<file path="src/rtl/spdr_pkg.sv">
package spdr_pkg;

    localparam int MAX_BINS_DEF   = 4096;
    localparam int MAX_PRESUM_DEF = 64;
    localparam int ACC_BITS_DEF   = 32;
    localparam int TRIG_BITS_DEF  = 16;

    localparam int CFG_IDX_W = 3;
    localparam int CORDIC_STEPS = 30;

    typedef enum logic [2:0] {
        REG_BINS_IN_USE    = 3'd0,
        REG_PRESUM_RATIO   = 3'd1,
        REG_IQ_RATIO_RECIP = 3'd2,
        REG_DC_OFFSET_I    = 3'd3,
        REG_DC_OFFSET_Q    = 3'd4,
        REG_PHASE_STEP     = 3'd5,
        REG_START_PHASE    = 3'd6
    } cfg_reg_t;

    typedef enum logic [3:0] {
        ST_IDLE,
        ST_CORDIC,
        ST_CORR,
        ST_MUL,
        ST_ROT,
        ST_ACC,
        ST_DEN,
        ST_DIV,
        ST_OUT
    } state_t;

    // divider request and status between sequencer and divider
    typedef struct packed {
        logic start;
    } div_ctl_t;

    typedef struct packed {
        logic busy;
        logic done;
    } div_sts_t;

    // arctangent table, turns * 2^32
    function automatic logic [31:0] cordic_angle(input logic [4:0] k);
        logic [31:0] a;
        case (k)
            5'd0:  a = 32'd536870912;
            5'd1:  a = 32'd316933406;
            5'd2:  a = 32'd167458907;
            5'd3:  a = 32'd85004756;
            5'd4:  a = 32'd42667331;
            5'd5:  a = 32'd21354465;
            5'd6:  a = 32'd10679838;
            5'd7:  a = 32'd5340245;
            5'd8:  a = 32'd2670163;
            5'd9:  a = 32'd1335087;
            5'd10: a = 32'd667544;
            5'd11: a = 32'd333772;
            5'd12: a = 32'd166886;
            5'd13: a = 32'd83443;
            5'd14: a = 32'd41722;
            5'd15: a = 32'd20861;
            5'd16: a = 32'd10430;
            5'd17: a = 32'd5215;
            5'd18: a = 32'd2608;
            5'd19: a = 32'd1304;
            5'd20: a = 32'd652;
            5'd21: a = 32'd326;
            5'd22: a = 32'd163;
            5'd23: a = 32'd81;
            5'd24: a = 32'd41;
            5'd25: a = 32'd20;
            5'd26: a = 32'd10;
            5'd27: a = 32'd5;
            5'd28: a = 32'd3;
            5'd29: a = 32'd1;
            default: a = 32'd0;
        endcase
        return a;
    endfunction

endpackage

</file>
<file path="src/rtl/spdr_cordic.sv">
module spdr_cordic #(
    parameter int TRIG_BITS = 16
) (
    input  logic                        aclk,
    input  logic                        aresetn,
    input  logic                        start,
    input  logic [31:0]                 phase,
    output logic                        done,
    output logic signed [TRIG_BITS+1:0] cos_out,
    output logic signed [TRIG_BITS+1:0] sin_out
);
    import spdr_pkg::*;

    localparam int SH = 30 - TRIG_BITS;

    logic signed [33:0] x_reg, x_next, y_reg, y_next, z_reg, z_next;
    logic [4:0] k_reg, k_next;
    logic       busy_reg, busy_next, flip_reg, flip_next, done_next;
    logic       done_reg;
    logic signed [TRIG_BITS+1:0] c_reg, c_next, s_reg, s_next;
    logic [31:0] p;
    logic        fl;
    logic signed [33:0] xr, yr;

    // one rotation per cycle, 30 steps
    always_comb begin
        x_next = x_reg;
        y_next = y_reg;
        z_next = z_reg;
        k_next = k_reg;
        busy_next = busy_reg;
        flip_next = flip_reg;
        c_next = c_reg;
        s_next = s_reg;
        done_next = 1'b0;
        fl = (phase[31:30] == 2'd1) || (phase[31:30] == 2'd2);
        p = fl ? phase + 32'h8000_0000 : phase;
        xr = (x_reg + (34'sd1 <<< (SH - 1))) >>> SH;
        yr = (y_reg + (34'sd1 <<< (SH - 1))) >>> SH;
        if (start) begin
            x_next = 34'sd652032874;
            y_next = '0;
            z_next = {{2{p[31]}}, p};
            k_next = '0;
            flip_next = fl;
            busy_next = 1'b1;
        end else if (busy_reg) begin
            if (k_reg == 5'(CORDIC_STEPS)) begin
                c_next = flip_reg ? -xr[TRIG_BITS+1:0] : xr[TRIG_BITS+1:0];
                s_next = flip_reg ? -yr[TRIG_BITS+1:0] : yr[TRIG_BITS+1:0];
                busy_next = 1'b0;
                done_next = 1'b1;
            end else begin
                if (!z_reg[33]) begin
                    x_next = x_reg - (y_reg >>> k_reg);
                    y_next = y_reg + (x_reg >>> k_reg);
                    z_next = z_reg - $signed({2'b00, cordic_angle(k_reg)});
                end else begin
                    x_next = x_reg + (y_reg >>> k_reg);
                    y_next = y_reg - (x_reg >>> k_reg);
                    z_next = z_reg + $signed({2'b00, cordic_angle(k_reg)});
                end
                k_next = k_reg + 5'd1;
            end
        end
    end

    always_ff @(posedge aclk) begin
        if (!aresetn) begin
            busy_reg <= 1'b0;
            done_reg <= 1'b0;
        end else begin
            busy_reg <= busy_next;
            done_reg <= done_next;
        end
        x_reg <= x_next;
        y_reg <= y_next;
        z_reg <= z_next;
        k_reg <= k_next;
        flip_reg <= flip_next;
        c_reg <= c_next;
        s_reg <= s_next;
    end

    assign done = done_reg;
    assign cos_out = c_reg;
    assign sin_out = s_reg;

endmodule

</file>
<file path="config.mk">
export PLATFORM = sky130hd
export DESIGN_NAME = spdr_cordic
export DESIGN_NICKNAME = d
export VERILOG_FILES = /design/src/rtl/spdr_pkg.sv /design/src/rtl/spdr_cordic.sv
export SDC_FILE = /design/constraint.sdc
export NUM_CORES = 1
export LEC_CHECK = 0
export ABC_AREA = 0
export BUFFER_PORTS_ARGS = -buffer_cell sky130_fd_sc_hd__buf_2
export CORE_UTILIZATION = 59
export DETAILED_ROUTE_END_ITERATION = 10
export PLACE_DENSITY_LB_ADDON = 0.15
export RECOVER_POWER = 50
export SYNTH_ARGS = -nofsm -noshare
export SYNTH_HDL_FRONTEND = slang
export SYNTH_SLANG_ARGS = --single-unit
</file>
<file path="constraint.sdc">
create_clock -name aclk -period 6.65 [get_ports aclk]
set_input_delay 0.9975 -clock aclk [delete_from_list [all_inputs] [get_ports aclk]]
set_output_delay 0.9975 -clock aclk [all_outputs]
set_load 0.01 [all_outputs]
</file>
==> impl_metrics.prom <==
# TYPE chip_impl_metric gauge
chip_impl_metric{name="layout_setup_ws",unit="ns"} 0.179
chip_impl_metric{name="critical_path.max_fanout",unit=""} 9
chip_impl_metric{name="synthMuxAreaShare",unit=""} 0.142
chip_impl_metric{name="vias",unit=""} 20400
chip_impl_info{name="r2r-start",value="k_reg[1]"} 1
chip_impl_metric{name="synth.cell_area",unit="mm2"} 0.0199
chip_impl_info{name="critical-path-top-delay-family",value="compound AO/OA/AOI/OAI gates"} 1
chip_impl_metric{name="power.density",unit="mW/mm2"} 533
chip_impl_metric{name="synth_seq_area_share",unit=""} 0.213
chip_impl_metric{name="worst-slew-pin-transition",unit="ns"} 2.27
chip_impl_metric{name="intPower",unit="W"} 0.00581
chip_impl_metric{name="placement.io_buffers",unit=""} 71
chip_impl_info{name="worst_path_max_delay_cell",value="mux4_2"} 1
chip_impl_metric{name="drt-initial-drc-count",unit=""} 2329
chip_impl_metric{name="route.detailed.wl_per_inst",unit="um"} 24.6
chip_impl_info{name="synth_top_cell_by_area",value="edfxtp_1"} 1
chip_impl_metric{name="die-area",unit="mm2"} 0.0344
chip_impl_info{name="failed_checks",value="capacitance limit, slew limit"} 1
chip_impl_metric{name="design.final.nets",unit=""} 2658
chip_impl_metric{name="synthToLayoutAreaGrowth",unit="%"} 10.7
chip_impl_metric{name="grt_pass1_vias",unit=""} 19300
chip_impl_metric{name="post_syn_area_per_cell",unit="um2"} 8.29
chip_impl_info{name="cp-start-kind",value="flip-flop"} 1
chip_impl_metric{name="floorplan.rows",unit=""} 66
chip_impl_metric{name="drt_pass1_iterations",unit=""} 7
chip_impl_metric{name="final-setup-viol-count",unit=""} 0
chip_impl_metric{name="route.detailed.drc",unit=""} 0
chip_impl_metric{name="max_stage_delay",unit="ns"} 0.52
chip_impl_metric{name="floorplan.initialDensity",unit=""} 0.605
chip_impl_metric{name="floorplan.io_pins",unit=""} 72
chip_impl_info{name="synth_top_family_by_area",value="compound AO/OA/AOI/OAI gates"} 1
chip_impl_metric{name="dpl_cell_area",unit="mm2"} 0.0213
chip_impl_info{name="cts.root.buffer_cell",value="clkbuf_16"} 1
chip_impl_metric{name="htreeDepth",unit=""} 4
chip_impl_metric{name="mappedNetlistNets",unit=""} 2551
chip_impl_metric{name="cp.required",unit="ns"} 7.00
chip_impl_metric{name="syn_inst",unit=""} 2398
chip_impl_metric{name="power.sequential.fraction",unit=""} 0.172
chip_impl_metric{name="comb_power_share",unit=""} 0.740
chip_impl_metric{name="synth-simple-area-share",unit=""} 0.182
chip_impl_metric{name="synthXorXnorAreaFrac",unit=""} 0.108
chip_impl_metric{name="synth-adder-area-share",unit=""} 0.0754
chip_impl_metric{name="power.net_switching",unit="W"} 0.00591
chip_impl_metric{name="clock.fmax",unit="MHz"} 155
chip_impl_metric{name="synth_enable_flop_cells",unit=""} 71
chip_impl_metric{name="timing_max_transition_violations_final",unit=""} 128
chip_impl_metric{name="cts.clk_slew.worst_paths",unit="ns"} 0.07
chip_impl_metric{name="maxSlewHeadroom",unit=""} -0.512
chip_impl_metric{name="drt.antenna.violating_nets",unit=""} 0
chip_impl_metric{name="p_leak",unit="nW"} 8.98
chip_impl_metric{name="die_height",unit="um"} 186
chip_impl_metric{name="grt_overall_usage",unit=""} 0.423
chip_impl_metric{name="ctsLongestPathBuffers",unit=""} 2
chip_impl_metric{name="crit_arrival",unit="ns"} 6.82
chip_impl_metric{name="synth-compound-area-share",unit=""} 0.229
chip_impl_metric{name="worst-r2r-setup-slack",unit="ns"} 0.18
chip_impl_metric{name="pre_cts_setup_slack",unit="ns"} -0.191
chip_impl_info{name="cell_repeated_most_along_the_worst_path",value="buf_4"} 1
chip_impl_metric{name="final_cell_area",unit="mm2"} 0.0220
chip_impl_metric{name="fin_worst_skew",unit="ns"} 0.0108
chip_impl_metric{name="power_switching_share",unit=""} 0.505
chip_impl_metric{name="pin_count_of_the_biggest_net_entering_global_routing",unit=""} 75
chip_impl_metric{name="endpoints_failing_hold",unit=""} 0
chip_impl_metric{name="critical_path_depth",unit=""} 27
chip_impl_info{name="most_common_cell_in_the_synthesized_netlist",value="nand2_1"} 1
chip_impl_info{name="critical_path.startpoint",value="k_reg[1]"} 1
chip_impl_metric{name="cts-buffers-inserted",unit=""} 17
chip_impl_metric{name="layout_cells_sized_above_1",unit=""} 0.152
chip_impl_metric{name="yosys_warnings",unit=""} 0
chip_impl_metric{name="drv.max_cap_violation_count",unit=""} 3
chip_impl_metric{name="power.clock.fraction",unit=""} 0.088
chip_impl_metric{name="place.gp.congestion",unit=""} 1.09
chip_impl_info{name="cp-end-kind",value="flip-flop"} 1
chip_impl_metric{name="globalRouteOverflowTotal",unit=""} 0
chip_impl_metric{name="synth_async_sr_flop_share",unit=""} 0
chip_impl_metric{name="grt_pass1_wl",unit="um"} 110000
chip_impl_metric{name="synth_largest_type_area_fraction",unit=""} 0.107
chip_impl_metric{name="number_of_library_cell_types_mapped_by_synthesis",unit=""} 96
chip_impl_metric{name="reg2reg_depth",unit=""} 27
chip_impl_metric{name="die_boundary_width",unit="um"} 186
chip_impl_info{name="rsz_0062_raised_after_global_routing",value="true"} 1
chip_impl_metric{name="path_buf_inv",unit=""} 6
chip_impl_metric{name="max-vdd-ir-drop",unit="mV"} 0.353
chip_impl_metric{name="insertion_delay",unit="ns"} 0.48
chip_impl_info{name="path_class",value="flip-flop to flip-flop"} 1
chip_impl_info{name="synthFlopType",value="dfxtp_1"} 1
chip_impl_info{name="worst_setup_path_endpoint",value="x_reg[33]"} 1
chip_impl_info{name="run_status",value="finished with violations"} 1
chip_impl_info{name="worst_r2r_endpoint",value="x_reg[33]"} 1
chip_impl_info{name="hp-class",value="flip-flop to flip-flop"} 1
chip_impl_metric{name="via_per_inst",unit=""} 6.88
chip_impl_info{name="post_synth_main_area_contributors",value="edfxtp_1 (11%), dfxtp_1 (11%), mux4_2 (7.4%), ha_1 (7.2%), xor2_1 (5.5%)"} 1
chip_impl_info{name="synth_top_cells_by_count",value="nand2_1 (276), a21oi_1 (213), nor2_1 (173)"} 1
chip_impl_metric{name="final.period_utilization",unit=""} 0.973
chip_impl_metric{name="ys_ff_latch",unit=""} 176
chip_impl_metric{name="placeableCoreArea",unit="mm2"} 0.0329
chip_impl_info{name="clock_tree_from_tritoncts",value="yes"} 1
chip_impl_metric{name="place_hpwl",unit="um"} 54500
chip_impl_metric{name="finalWirelength",unit="um"} 72900
chip_impl_metric{name="number_of_antenna_violations_at_the_first_check_in_global_routing",unit=""} 1
chip_impl_metric{name="cts.sink_count",unit=""} 176
chip_impl_metric{name="min_period",unit="ns"} 6.47
==> metrics by stage <==
step	utilization	setup TNS, ns	hold slack, ns	instances	total power [W]
final	0.669	0	0.528	2961	0.0117
after global routing	0.669	-0.0386	0.580	2960	0.0125
after CTS	0.667	0	0.529	2949	0.0114
after global placement	0.649	-0.107	0.497	2916	0.0101
after floorplan	-	0	0.467	2398	0.00795
after detailed placement	0.649	-0.191	0.518	2916	0.0103
==> cells in the final DEF (no fill, tap or decap), types with 30 or more instances in the layout <==
cell type,instances
ha_1,115
nand2_1,275
nor3_1,57
a21o_1,43
buf_4,172
xnor2_1,120
clkbuf_1,44
a31oi_1,34
mux2i_1,57
buf_2,32
edfxtp_1,71
a211oi_1,30
mux4_2,65
nand3_1,53
xor2_1,124
nor2_1,173
dfxtp_1,101
a21oi_1,213
o21ai_0,154
and3_1,34
inv_1,59
==> final cells by class <==
cell class | count | area, um2
diodes | 1 | 2.50
multi-input cells | 1996 | 14700
flip-flops and latches | 176 | 4250
clock buffers | 18 | 450
repair buffers | 254 | 1710
inverters | 60 | 225
clock inverters | 14 | 118
fillers | 2746 | 10900
well taps | 442 | 553
==> power by group through the flow <==
stage / logic (W) / clock network (W) / registers (W)
final: 0.00867 / 0.00103 / 0.00202
after global routing: 0.00941 / 0.00107 / 0.00202
after CTS: 0.00842 / 0.00103 / 0.00197
after detailed placement: 0.00832 / 0 / 0.00200
after global placement: 0.00809 / 0 / 0.00199
after floorplan: 0.00627 / 0 / 0.00168
==> per-layer routing <==
metal / routed length [um] / vias to the layer above / track usage
li1: - / 9128 / -
met2: 33600 / 1327 / 0.698
met3: 7870 / 297 / 0.103
met5: 0 / - / 0
met4: 4460 / 0 / 0.241
met1: 27000 / 9618 / 0.500
==> worst min path at each step <==
stage	start	end	slack (ns)	depth (start not counted)
after floorplan	x_reg[7]	x_reg[7]	0.47	2
after global placement	y_reg[2]	y_reg[2]	0.50	2
after detailed placement	y_reg[2]	y_reg[2]	0.52	2
after CTS	y_reg[2]	y_reg[2]	0.53	2
after global routing	x_reg[7]	x_reg[7]	0.58	2
final	y_reg[2]	y_reg[2]	0.53	2
==> tightest hold or removal path, stage by stage (launching register included) <==
cell	delay, ns
dfxtp_1	0.35
nand2_1	0.06
o21ai_0	0.06
==> logic make-up (layout without fill, tap and decap cells) <==
kind of cell | count (synthesis) | count (layout)
buffers and inverters | 226 | 346
DFF | 176 | 176
xor gates and xnor gates | 244 | 244
muxes | 171 | 171
other | 0 | 1
and+or+nand+nor | 756 | 756
adders and majority gates | 118 | 118
AOI/OAI and AO/OA | 707 | 707
==> repair_timing <==
| action | in CTS | in global routing |
|---|---|---|
| endpoints found under the setup margin | 1 | 6 |
| hold buffers | 0 | 0 |
| pin swaps | 0 | 1 |
| resized for setup | 4 | 10 |
| buffers inserted | 1 | 11 |
Note: power is estimated with default switching activity, not from simulation.
