## src/rtl/spdr_pkg.sv

```systemverilog
package spdr_pkg;

    localparam int MAX_BINS_DEF   = 4096;
    localparam int MAX_PRESUM_DEF = 64;
    localparam int ACC_BITS_DEF   = 32;
    localparam int TRIG_BITS_DEF  = 16;

    localparam int CFG_IDX_W = 3;
    localparam int CORDIC_STEPS = 30;

    typedef enum logic [2:0] {
        REG_BINS_IN_USE    = 3'd0,
        REG_PRESUM_RATIO   = 3'd1,
        REG_IQ_RATIO_RECIP = 3'd2,
        REG_DC_OFFSET_I    = 3'd3,
        REG_DC_OFFSET_Q    = 3'd4,
        REG_PHASE_STEP     = 3'd5,
        REG_START_PHASE    = 3'd6
    } cfg_reg_t;

    typedef enum logic [3:0] {
        ST_IDLE,
        ST_CORDIC,
        ST_CORR,
        ST_MUL,
        ST_ROT,
        ST_ACC,
        ST_DEN,
        ST_DIV,
        ST_OUT
    } state_t;

    // divider request and status between sequencer and divider
    typedef struct packed {
        logic start;
    } div_ctl_t;

    typedef struct packed {
        logic busy;
        logic done;
    } div_sts_t;

    // arctangent table, turns * 2^32
    function automatic logic [31:0] cordic_angle(input logic [4:0] k);
        logic [31:0] a;
        case (k)
            5'd0:  a = 32'd536870912;
            5'd1:  a = 32'd316933406;
            5'd2:  a = 32'd167458907;
            5'd3:  a = 32'd85004756;
            5'd4:  a = 32'd42667331;
            5'd5:  a = 32'd21354465;
            5'd6:  a = 32'd10679838;
            5'd7:  a = 32'd5340245;
            5'd8:  a = 32'd2670163;
            5'd9:  a = 32'd1335087;
            5'd10: a = 32'd667544;
            5'd11: a = 32'd333772;
            5'd12: a = 32'd166886;
            5'd13: a = 32'd83443;
            5'd14: a = 32'd41722;
            5'd15: a = 32'd20861;
            5'd16: a = 32'd10430;
            5'd17: a = 32'd5215;
            5'd18: a = 32'd2608;
            5'd19: a = 32'd1304;
            5'd20: a = 32'd652;
            5'd21: a = 32'd326;
            5'd22: a = 32'd163;
            5'd23: a = 32'd81;
            5'd24: a = 32'd41;
            5'd25: a = 32'd20;
            5'd26: a = 32'd10;
            5'd27: a = 32'd5;
            5'd28: a = 32'd3;
            5'd29: a = 32'd1;
            default: a = 32'd0;
        endcase
        return a;
    endfunction

endpackage

```

## src/rtl/spdr_div.sv

```systemverilog
module spdr_div #(
    parameter int NUM_W = 64,
    parameter int DEN_W = 32
) (
    input  logic                  aclk,
    input  logic                  aresetn,
    input  spdr_pkg::div_ctl_t    ctl,
    input  logic [NUM_W-1:0]      num,
    input  logic [DEN_W-1:0]      den,
    output spdr_pkg::div_sts_t    sts,
    output logic [NUM_W-1:0]      quo
);
    import spdr_pkg::*;

    localparam int CW = $clog2(NUM_W + 1);

    logic [NUM_W-1:0] q_reg, q_next;
    logic [DEN_W:0]   r_reg, r_next;
    logic [DEN_W-1:0] d_reg, d_next;
    logic [CW-1:0]    n_reg, n_next;
    logic             busy_reg, busy_next, done_reg, done_next;
    logic [DEN_W:0]   sh;

    // restoring division, one quotient bit per cycle
    always_comb begin
        q_next = q_reg;
        r_next = r_reg;
        d_next = d_reg;
        n_next = n_reg;
        busy_next = busy_reg;
        done_next = 1'b0;
        sh = {r_reg[DEN_W-1:0], q_reg[NUM_W-1]};
        if (ctl.start) begin
            q_next = num;
            r_next = '0;
            d_next = den;
            n_next = CW'(NUM_W);
            busy_next = 1'b1;
        end else if (busy_reg) begin
            if (sh >= {1'b0, d_reg}) begin
                r_next = sh - {1'b0, d_reg};
                q_next = {q_reg[NUM_W-2:0], 1'b1};
            end else begin
                r_next = sh;
                q_next = {q_reg[NUM_W-2:0], 1'b0};
            end
            n_next = n_reg - 1'b1;
            if (n_reg == CW'(1)) begin
                busy_next = 1'b0;
                done_next = 1'b1;
            end
        end
    end

    always_ff @(posedge aclk) begin
        if (!aresetn) begin
            busy_reg <= 1'b0;
            done_reg <= 1'b0;
        end else begin
            busy_reg <= busy_next;
            done_reg <= done_next;
        end
        q_reg <= q_next;
        r_reg <= r_next;
        d_reg <= d_next;
        n_reg <= n_next;
    end

    assign sts.busy = busy_reg;
    assign sts.done = done_reg;
    assign quo = q_reg;

endmodule
```

## config.mk

```make
export PLATFORM = sky130hd
export DESIGN_NAME = spdr_div
export DESIGN_NICKNAME = d
export VERILOG_FILES = /design/src/rtl/spdr_pkg.sv /design/src/rtl/spdr_div.sv
export SDC_FILE = /design/constraint.sdc
export NUM_CORES = 1
export LEC_CHECK = 0
export ABC_CLOCK_PERIOD_IN_PS = 3700
export BUFFER_PORTS_ARGS = -buffer_cell sky130_fd_sc_hd__buf_2
export CORE_ASPECT_RATIO = 1.25
export CORE_MARGIN = 4
export CORE_UTILIZATION = 53
export DETAILED_ROUTE_END_ITERATION = 6
export PLACE_DENSITY = 0.83
export RECOVER_POWER = 100
export SLEW_MARGIN = 15
export SYNTH_ARGS = -nofsm -noshare
export SYNTH_HDL_FRONTEND = slang
export SYNTH_SLANG_ARGS = --single-unit
```

## constraint.sdc

```tcl
create_clock -name aclk -period 3.7 [get_ports aclk]
set_input_delay 0.555 -clock aclk [delete_from_list [all_inputs] [get_ports aclk]]
set_output_delay 0.555 -clock aclk [all_outputs]
set_load 0.02 [all_outputs]
```

==> run metrics, run 1 <==
worst-skew pair later-pin latency approximately 0.43 ns; Clock Sinks about 140; Max VDD drop 0.4294 mV; top-area cell type share of the netlist area 37.43%; max reg flops 64; largest net degree at the start of global routing 61; number of synthesized flops with an enable pin 96; clock-pin slew on the worst setup and hold paths about 0.070 ns; Hold Vio Cnt, Final 0; Final Max Tran Viols 53; power per cell area approximately 530 nW/µm²; kind of critical path reg -> reg; gp weighted congestion approximately 1; Die Height roughly 140 µm; Clock Skews approximately 0.0094 ns; synth unique cells just under 70; Hold Path Class in -> reg; Worst EP required 3.98 ns; post-route ant nets 0; H-Tree Level Count 4; # Max-Cap Violations 1; routed length per instance 18.89 µm; Ys Warns 0; clock tree buffer depth 2; drt pass-1 iters 4; Setup TNS Final 0 ns; Post-Route WL between 20000 and 25000 µm; slowest stage delay, CP between 0.4 and 0.5 ns; post-route minimum period between 3 and 4 ns; flops & latches, synth about 140; post_cts resized 0; final net count approximately 1000; r2r setup slk approximately 0.43 ns; post-synthesis cell count 727; vias in the first global route 6244; Tot GR Track Use between 20% and 30%; final setup fails 0; Worst slew margin -76.72%; syn nets roughly 860; Rows between 40 and 50; RSZ-0062 raised after global routing false; CP max stage cell or3b_4; via count 6275; synth top area cells edfxtp_1 37%, dfxtp_1 11%, mux2_2 9.2%, ha_1 5.5%, nor2_1 3.4%; Worst-Margin Slew approximately 2.7 ns; async set-reset flop share out of synthesis 0%; Setup Buffers After CTS 0; Startpoint Class register; leakage power about 3.7 nW; CTS hold repair buffers 0; total CTS buffers 17; most common cell in the netlist edfxtp_1; commonest cells in the netlist 96 x edfxtp_1, 69 x nor2_1, 63 x mux2_2; violated checks max-capacitance violations, max-slew violations; io pins around 170; Synth Flop Type edfxtp_1; status finished with violations; Mapped Area slightly below 8000 µm²; Detailed Route Iter0 Violations a little under 400; Congestion Overflow GR 0; f_max ~0.31 GHz; crit-path cells ha_1 > a21oi_1 > o21ai_2 > or3b_4 > nor4b_4 > nor3_4 > o21ai_4 > clkbuf_1 > nand3_1 > a311oi_1; die area 16540 µm²; IO buf count 164; Worst Path Max Fanout 11; Seq/Total Area, Yosys roughly 48%; detailed placer's ending HPWL about 15000 µm; Final period util 88.45%; Starting Density between 50% and 60%; Final Util about 63%; # diodes 0; root buffer cell clkbuf_16; core area approximately 14000 µm²; Worst Path Arrival between 3 and 4 ns; Area Growth Syn to Fin 18.26%; drc violations 0; vias per cell 5.881; Crit. End Element register; first-pass GRT wire length 32040 µm; dominant cell type by area after synthesis edfxtp_1; average cell area after synthesis ~11 µm²; layout cells sized above 1 23.85%; initial antenna violation count 0; chip width roughly 120 µm; CTS tree done
## worst paths after layout
kind | end | cells past startpoint | start
max | r_reg[6] | 10 | r_reg[13]
min reg2reg | r_reg[1] | 2 | r_reg[1]
min | d_reg[12] | 1 | den[12]
max reg2reg | r_reg[6] | 10 | r_reg[13]
## worst max-delay path, delay by kind of cell (launching register included)
kind,cells,cell delay [ns]
simple gates,4,1.05
buf+inv,1,0.40
compound gates,4,0.93
flops,1,0.33
fa+ha+maj,1,0.41
## where the power goes
| group | internal, mW | switching (mW) |
|---|---|---|
| Clock | 1.13 | 0.691 |
| Sequential | 1.82 | 0.0963 |
| Combinational | 0.414 | 0.649 |
## placed cells by master (no fill, tap or decap), types with 3 or more instances in the layout
master | Yosys | layout
a311oi_1 | 25 | 26
ha_1 | 34 | 34
clkinv_2 | 0 | 4
or3_1 | 5 | 5
edfxtp_1 | 96 | 96
nor3_1 | 12 | 12
a31oi_1 | 4 | 4
o21bai_1 | 5 | 5
buf_4 | 2 | 5
nor2b_1 | 7 | 7
clkbuf_2 | 1 | 3
a211o_1 | 4 | 4
nor2_1 | 69 | 68
nand4_1 | 6 | 6
o21a_1 | 6 | 6
mux2_2 | 63 | 63
inv_6 | 0 | 4
and2_1 | 3 | 3
nand3_1 | 37 | 37
clkbuf_16 | 0 | 17
a21oi_1 | 37 | 38
buf_2 | 4 | 97
dfxtp_1 | 41 | 41
o21ai_0 | 38 | 38
xor2_1 | 7 | 7
a211oi_1 | 11 | 11
inv_1 | 51 | 51
a21o_1 | 9 | 9
bufinv_16 | 0 | 4
a41oi_1 | 3 | 3
and3_1 | 5 | 5
clkbuf_1 | 30 | 69
o211ai_1 | 6 | 6
nand2_1 | 29 | 29
o31ai_1 | 4 | 4
xnor2_1 | 22 | 22
nand2b_1 | 7 | 7
## stage by stage
step                hold WS, ns  worst slack [ns]  instances  instance area, µm²  power, mW
global route             0.2869            0.2221       1067                9109      5.006
floorplan                0.4525            0.7718        727                7702      2.704
finish                   0.3012            0.4273       1067                9109      4.799
detailed placement       0.4859            0.5640       1035                8607      3.013
CTS                      0.2881            0.5706       1067                9228      4.837
global placement         0.4725            0.6247       1035                8607      2.995
## layout make-up
type	count	area (µm²)
Sequential cell	137	3704
Tap cell	178	222.7
Clock inverter	15	195.2
Fill cell	1237	5238
Clock buffer	17	425.4
Timing Repair Buffer	174	797.0
Multi-Input combinational cell	495	3573
Inverter	51	191.4
## kinds of logic after synthesis
logic type	Yosys count	synth area share [%]
and+or+nand+nor	191	12.05
buffers and inverters	95	5.344
xor gates and xnor gates	29	3.298
DFF	137	48.08
adders and majority gates	35	5.783
AOI/OAI and AO/OA	176	16.10
muxes	64	9.340
## metal layers
metal | GRT usage, % | routed length, µm
met5 | 0 | 0
met2 | 43.29 | 10380
met3 | 7.969 | 1715
met4 | 9.346 | 516
met1 | 28.36 | 7541
No activity file was read; power rests on OpenSTA's default activity.
==> run 2, diff against run 1 <==
--- a/config.mk
+++ b/config.mk
@@ -7,11 +7,13 @@
 export LEC_CHECK = 0
 export ABC_CLOCK_PERIOD_IN_PS = 3700
 export BUFFER_PORTS_ARGS = -buffer_cell sky130_fd_sc_hd__buf_2
+export CELL_PAD_IN_SITES_DETAIL_PLACEMENT = 1
+export CELL_PAD_IN_SITES_GLOBAL_PLACEMENT = 2
 export CORE_ASPECT_RATIO = 1.25
 export CORE_MARGIN = 4
-export CORE_UTILIZATION = 53
+export CORE_UTILIZATION = 35
 export DETAILED_ROUTE_END_ITERATION = 6
-export PLACE_DENSITY = 0.83
+export PLACE_DENSITY = 0.86
 export RECOVER_POWER = 100
 export SLEW_MARGIN = 15
 export SYNTH_ARGS = -nofsm -noshare
==> run metrics, run 2 (synthesized netlist as in run 1, its figures left out) <==
Rows 60 (+22%); Post-Route WL 23250 µm (+15%); Comb power frac 22.5% (+0.3 points); Worst Path Arrival 3.61 ns (+0.05 ns); drt pass-1 iters 5 (+1); global route hottest layer met2; first-pass GRT wire length 37380 µm (+17%); met3 GRT Util 5.960% (-2.0 points); power per cell area 523.9 nW/µm² (-0.57%); final net count 1010 (unchanged); Worst slew margin -9.292% (+67 points); layout cells sized above 1 23.73% (-0.11 points); placed cell count 1136 (+9.8%); H-Tree Level Count 4 (unchanged); Buf/Inv on CP 2 (+1); sequential power share 39.5% (-0.4 points); CP max stage cell a2111oi_4; post-route minimum period 3.287 ns (+0.01398 ns); Critical R2R Launch d_reg[3]; detailed placer's ending HPWL 17290 µm (+17%); total CTS buffers 17 (unchanged); vias per cell 5.328 (-9.4%); RSZ-0062 raised after global routing false; status finished with violations; worst-skew pair later-pin latency 0.43 ns (about the same); drc violations 0 (unchanged); Congestion Overflow GR 0 (unchanged); Worst path depth 11 (+1); kind of critical path reg -> reg; Worst-Margin Slew 1.639 ns (-1.011 ns); P_sw 1.575 mW (+9.6%); clock group share of total power 38.1% (+0.2 points); final setup fails 0 (unchanged); crit-path cells inv_1 > ha_1 > nand3_1 > o21bai_1 > a2111oi_4 > nor4b_2 > nor3_1 > o21a_2 > buf_4 > o21ai_0 > a311oi_1; # diodes 0 (unchanged); Final Util 42.77% (-21 points); post-route ant nets 0 (unchanged); Detailed Route Iter0 Violations 262 (-34%); WHS Path Cells 1 (unchanged); Crit path max-delay family compound AO/OA/AOI/OAI gates; Sw Ratio 32.52% (+2.6 points); Area Growth Syn to Fin 20.06%; routed length per instance 19.91 µm (+5.4%); Tot GR Track Use 19.36% (-5.5 points); violated checks max-capacitance violations, max-slew violations; IO buf count 164 (unchanged); Startpoint Class register; Setup TNS Final 0 ns (unchanged); chip width 140.7 µm (+21%); hold slack 0.2987 ns (-0.002461 ns); Reg2Reg Depth 11 (+1); post-route cell area 9248 µm² (+1.5%); Crit. End Element register; commonest non-fill, non-tap cells in the layout 96 x edfxtp_1, 96 x buf_2, 68 x nor2_1, 68 x clkbuf_1, 58 x mux2_2; Int Power 3.269 mW (-2.8%); grt met2 use 33.37% (-9.9 points); clock tree buffer depth 2 (unchanged); Max VDD drop 0.3260 mV (-24%); Final period util 88.83% (+0.38 points); CP startpoint d_reg[3]; max reg flops 64 (unchanged); CTS tree done; io pins 165 (unchanged); pre-CTS setup slack 0.5507 ns (-0.01333 ns); Hold Vio Cnt, Final 0 (unchanged); # Max-Cap Violations 1 (unchanged); Worst EP required 4.02 ns (+0.04 ns); Starting Density 35.62% (-18 points); largest net degree at the start of global routing 65 (+6.6%); gp weighted congestion 0.8696 (-12%); worst setup margin 0.4133 ns (-0.01398 ns); met1 GRT Util 22.73% (-5.6 points); root buffer cell clkbuf_16; Layout Cells excl Fill 1168 (+9.5%); slowest stage delay, CP 0.44 ns (+0.02 ns); Hold Startpoint den[12]; Clock Sinks 137 (unchanged); post_cts resized 0 (unchanged); Final Max Tran Viols 65 (+23%); f_max 0.3043 GHz (-0.43%); CTS hold repair buffers 0 (unchanged); core area 21620 µm² (+51%); Worst Path Max Fanout 17 (+6); Die Height 173.9 µm (+22%); Hold Path Class in -> reg; clock-pin slew on the worst setup and hold paths 0.08 ns (about the same); vias in the first global route 6819 (+9.2%); initial antenna violation count 2 (+2); leakage power 3.689 nW (about the same); die area 24460 µm² (+48%); via count 6223 (-0.83%); Clock Skews 0.01289 ns (+0.003527 ns); Placed Area 8758 µm² (+1.8%); total power draw 4.844 mW (+0.95%); Setup Buffers After CTS 0 (unchanged)
-- run 2: layout make-up --
class                   instances  area (µm²)
fillers                      2482       12370
flip-flops and latches        137        3705
multi-input cells             495        3563
repair buffers                174       813.3
clock buffers                  17       425.4
well taps                     279       349.1
clock inverters                15       200.2
inverters                      51       191.4
-- run 2: worst reg2reg max path, stage by stage, from the launching register on --
cell and delay [ns]:
edfxtp_1 0.32, inv_1 0.04, ha_1 0.36, nand3_1 0.13, o21bai_1 0.28, a2111oi_4 0.44, nor4b_2 0.12, nor3_1 0.38
o21a_2 0.39, buf_4 0.26, o21ai_0 0.15, a311oi_1 0.32
-- run 2: power by group through the flow --
stage	Combinational [mW]	Sequential [mW]	Clock (mW)
finish	1.09	1.91	1.85
detailed placement	1.12	1.94	0
CTS	1.13	1.91	1.88
global route	1.20	1.93	1.95
global placement	1.11	1.94	0
floorplan	0.694	2.01	0
-- run 2: layer usage --
layer,vias up,part of all wire (%),routed length [µm]
met5,-,0.12,27
met4,4,2.6,616
met3,39,6.7,1556
met2,180,51,11760
met1,3021,40,9293
li1,2979,-,-
-- run 2: path summary, 6_finish.rpt --
kind | slack (ns) | end
setup reg to reg | 0.41 | r_reg[22]
setup / recovery | 0.41 | r_reg[22]
hold / removal | 0.30 | d_reg[12]
hold reg to reg | 0.51 | r_reg[1]
==> run 3, diff against run 2 <==
--- a/config.mk
+++ b/config.mk
@@ -5,15 +5,15 @@
 export SDC_FILE = /design/constraint.sdc
 export NUM_CORES = 1
 export LEC_CHECK = 0
-export ABC_CLOCK_PERIOD_IN_PS = 3700
+export ABC_CLOCK_PERIOD_IN_PS = 4000
 export BUFFER_PORTS_ARGS = -buffer_cell sky130_fd_sc_hd__buf_2
 export CELL_PAD_IN_SITES_DETAIL_PLACEMENT = 1
 export CELL_PAD_IN_SITES_GLOBAL_PLACEMENT = 2
 export CORE_ASPECT_RATIO = 1.25
 export CORE_MARGIN = 4
-export CORE_UTILIZATION = 35
+export CORE_UTILIZATION = 38
 export DETAILED_ROUTE_END_ITERATION = 6
-export PLACE_DENSITY = 0.86
+export PLACE_DENSITY = 0.92
 export RECOVER_POWER = 100
 export SLEW_MARGIN = 15
 export SYNTH_ARGS = -nofsm -noshare
==> constraint.sdc (replaced) <==
create_clock -name aclk -period 4 [get_ports aclk]
set_input_delay 0.6 -clock aclk [delete_from_list [all_inputs] [get_ports aclk]]
set_output_delay 0.6 -clock aclk [all_outputs]
set_load 0.02 [all_outputs]
==> run metrics, run 3 (synthesized netlist as in run 1, its figures left out) <==
CP startpoint d_reg[3]; largest net degree at the start of global routing 46 (-29%); initial antenna violation count 1 (-1); # Max-Cap Violations 2 (+1); CTS hold repair buffers 0 (unchanged); Crit path max-delay family compound AO/OA/AOI/OAI gates; hold slack 0.3425 ns (+0.04374 ns); crit-path cells inv_1 > ha_1 > nand3_1 > o21bai_1 > a2111oi_4 > nor4b_4 > nor3_1 > o21a_2 > buf_4 > nor2_1 > a2111oi_2; Final Util 46.83% (+4.1 points); Worst Path Max Fanout 25 (+8); final net count 1008 (-0.20%); Register Area 3704 µm² (about the same); Worst Path Arrival 3.58 ns (-0.03 ns); Max VDD drop 0.2988 mV (-8.3%); Tot GR Track Use 20.48% (+1.1 points); Worst-Margin Slew 2.464 ns (+0.8251 ns); first-pass GRT wire length 36340 µm (-2.8%); Area Growth Syn to Fin 19.67%; Detailed Route Iter0 Violations 276 (+5.3%); Starting Density 39.13% (+3.5 points); max reg flops 64 (unchanged); Clock Sinks 137 (unchanged); Final Max Tran Viols 91 (+40%); vias per cell 5.460 (+2.5%); final setup fails 0 (unchanged); routed length per instance 19.78 µm (-0.65%); Congestion Overflow GR 0 (unchanged); CTS tree done; Startpoint Class register; multi-input logic area 3577 µm² (+0.39%); drt pass-1 iters 4 (-1); Final period util 82.65% (-6.2 points); f_max 0.3025 GHz (-0.58%); io pins 165 (unchanged); post-route ant nets 0 (unchanged); CP max stage cell a2111oi_4; clock tree buffer depth 2 (unchanged); Setup TNS Final 0 ns (unchanged); Crit. End Element register; Critical R2R Launch d_reg[3]; Worst EP required 4.28 ns (+0.26 ns); total power draw 4.387 mW (-9.5%); commonest non-fill, non-tap cell in the layout buf_2; Rows 57 (-5.0%); total CTS buffers 17 (unchanged); status finished with violations; Buf/Inv on CP 2 (unchanged); Die Height 167.2 µm (-3.8%); clock-pin slew on the worst setup and hold paths 0.07 ns (about the same); Post-Route WL 22810 µm (-1.9%); vias in the first global route 6866 (+0.69%); slowest stage delay, CP 0.48 ns (+0.04 ns); post_cts resized 0 (unchanged); layout cells sized above 1 23.79% (+0.054 points); via count 6295 (+1.2%); Clock Skews 0.01149 ns (-0.001401 ns); commonest non-fill, non-tap cells in the layout 97 x buf_2, 96 x edfxtp_1, 69 x clkbuf_1; power per cell area 475.9 nW/µm² (-9.2%); Worst slew margin -64.30% (-55 points); die area 22630 µm² (-7.5%); Hold Startpoint den[2]; IO buf count 164 (unchanged); detailed placer's ending HPWL 16670 µm (-3.6%); chip width 135.3 µm (-3.8%); post-route minimum period 3.306 ns (+0.01916 ns); Setup Buffers After CTS 0 (unchanged); core area 19680 µm² (-9.0%); placed cell count 1120 (-1.4%); Hold Vio Cnt, Final 0 (unchanged); leakage power 3.682 nW (-0.21%); violated checks max-capacitance violations, max-slew violations; gp weighted congestion 0.8601 (-1.1%); kind of critical path reg -> reg; worst-skew pair later-pin latency 0.43 ns (about the same); drc violations 0 (unchanged); RSZ-0062 raised after global routing false; root buffer cell clkbuf_16; Hold Path Class in -> reg; H-Tree Level Count 4 (unchanged); Fill cells 2322 (-6.4%); Layout Cells excl Fill 1153 (-1.3%)
run 3: cell count changes in the layout (fill, tap and decap cells not counted), sizes merged:
cell	before	now
buf	102	103
bufinv	2	1
clkbuf	89	86
diode	0	1
inv	60	61
run 3: layout make-up:
type | count | share of cell area (%)
Inverter | 51 | 2.077
Clock inverter | 15 | 1.860
Tap cell | 265 | 3.597
Sequential cell | 137 | 40.18
Multi-Input combinational cell | 495 | 38.81
Timing Repair Buffer | 172 | 8.837
Clock buffer | 17 | 4.615
Antenna cell | 1 | 0.02715
run 3: power breakdown:
group | internal, mW | switching (mW) | total [mW]
clock | 0.893 | 0.715 | 1.61
sequential | 1.68 | 0.0965 | 1.78
combinational | 0.387 | 0.615 | 1.00
total | 2.96 | 1.43 | 4.39
run 3: metal layers:
layer	routed length, µm	GRT usage [%]
met2	11300	34.75
met5	19	0
met4	851	9.645
met3	1626	6.333
met1	9004	23.41
run 3: stage by stage:
stage	setup WS (ns)	instance area, µm²
after floorplan	1.027	7702
after global placement	0.9136	8731
after detailed placement	0.8583	8731
after CTS	0.8306	9328
after global routing	0.4459	9215
final	0.6942	9218
run 3: path summary, 6_finish.rpt:
| check | endpoint | slack (ns) | cells after the start |
|---|---|---|---|
| max | r_reg[14] | 0.69 | 11 |
| max reg2reg | r_reg[14] | 0.69 | 11 |
| min | d_reg[2] | 0.34 | 1 |
| min reg2reg | n_reg[1] | 0.50 | 2 |
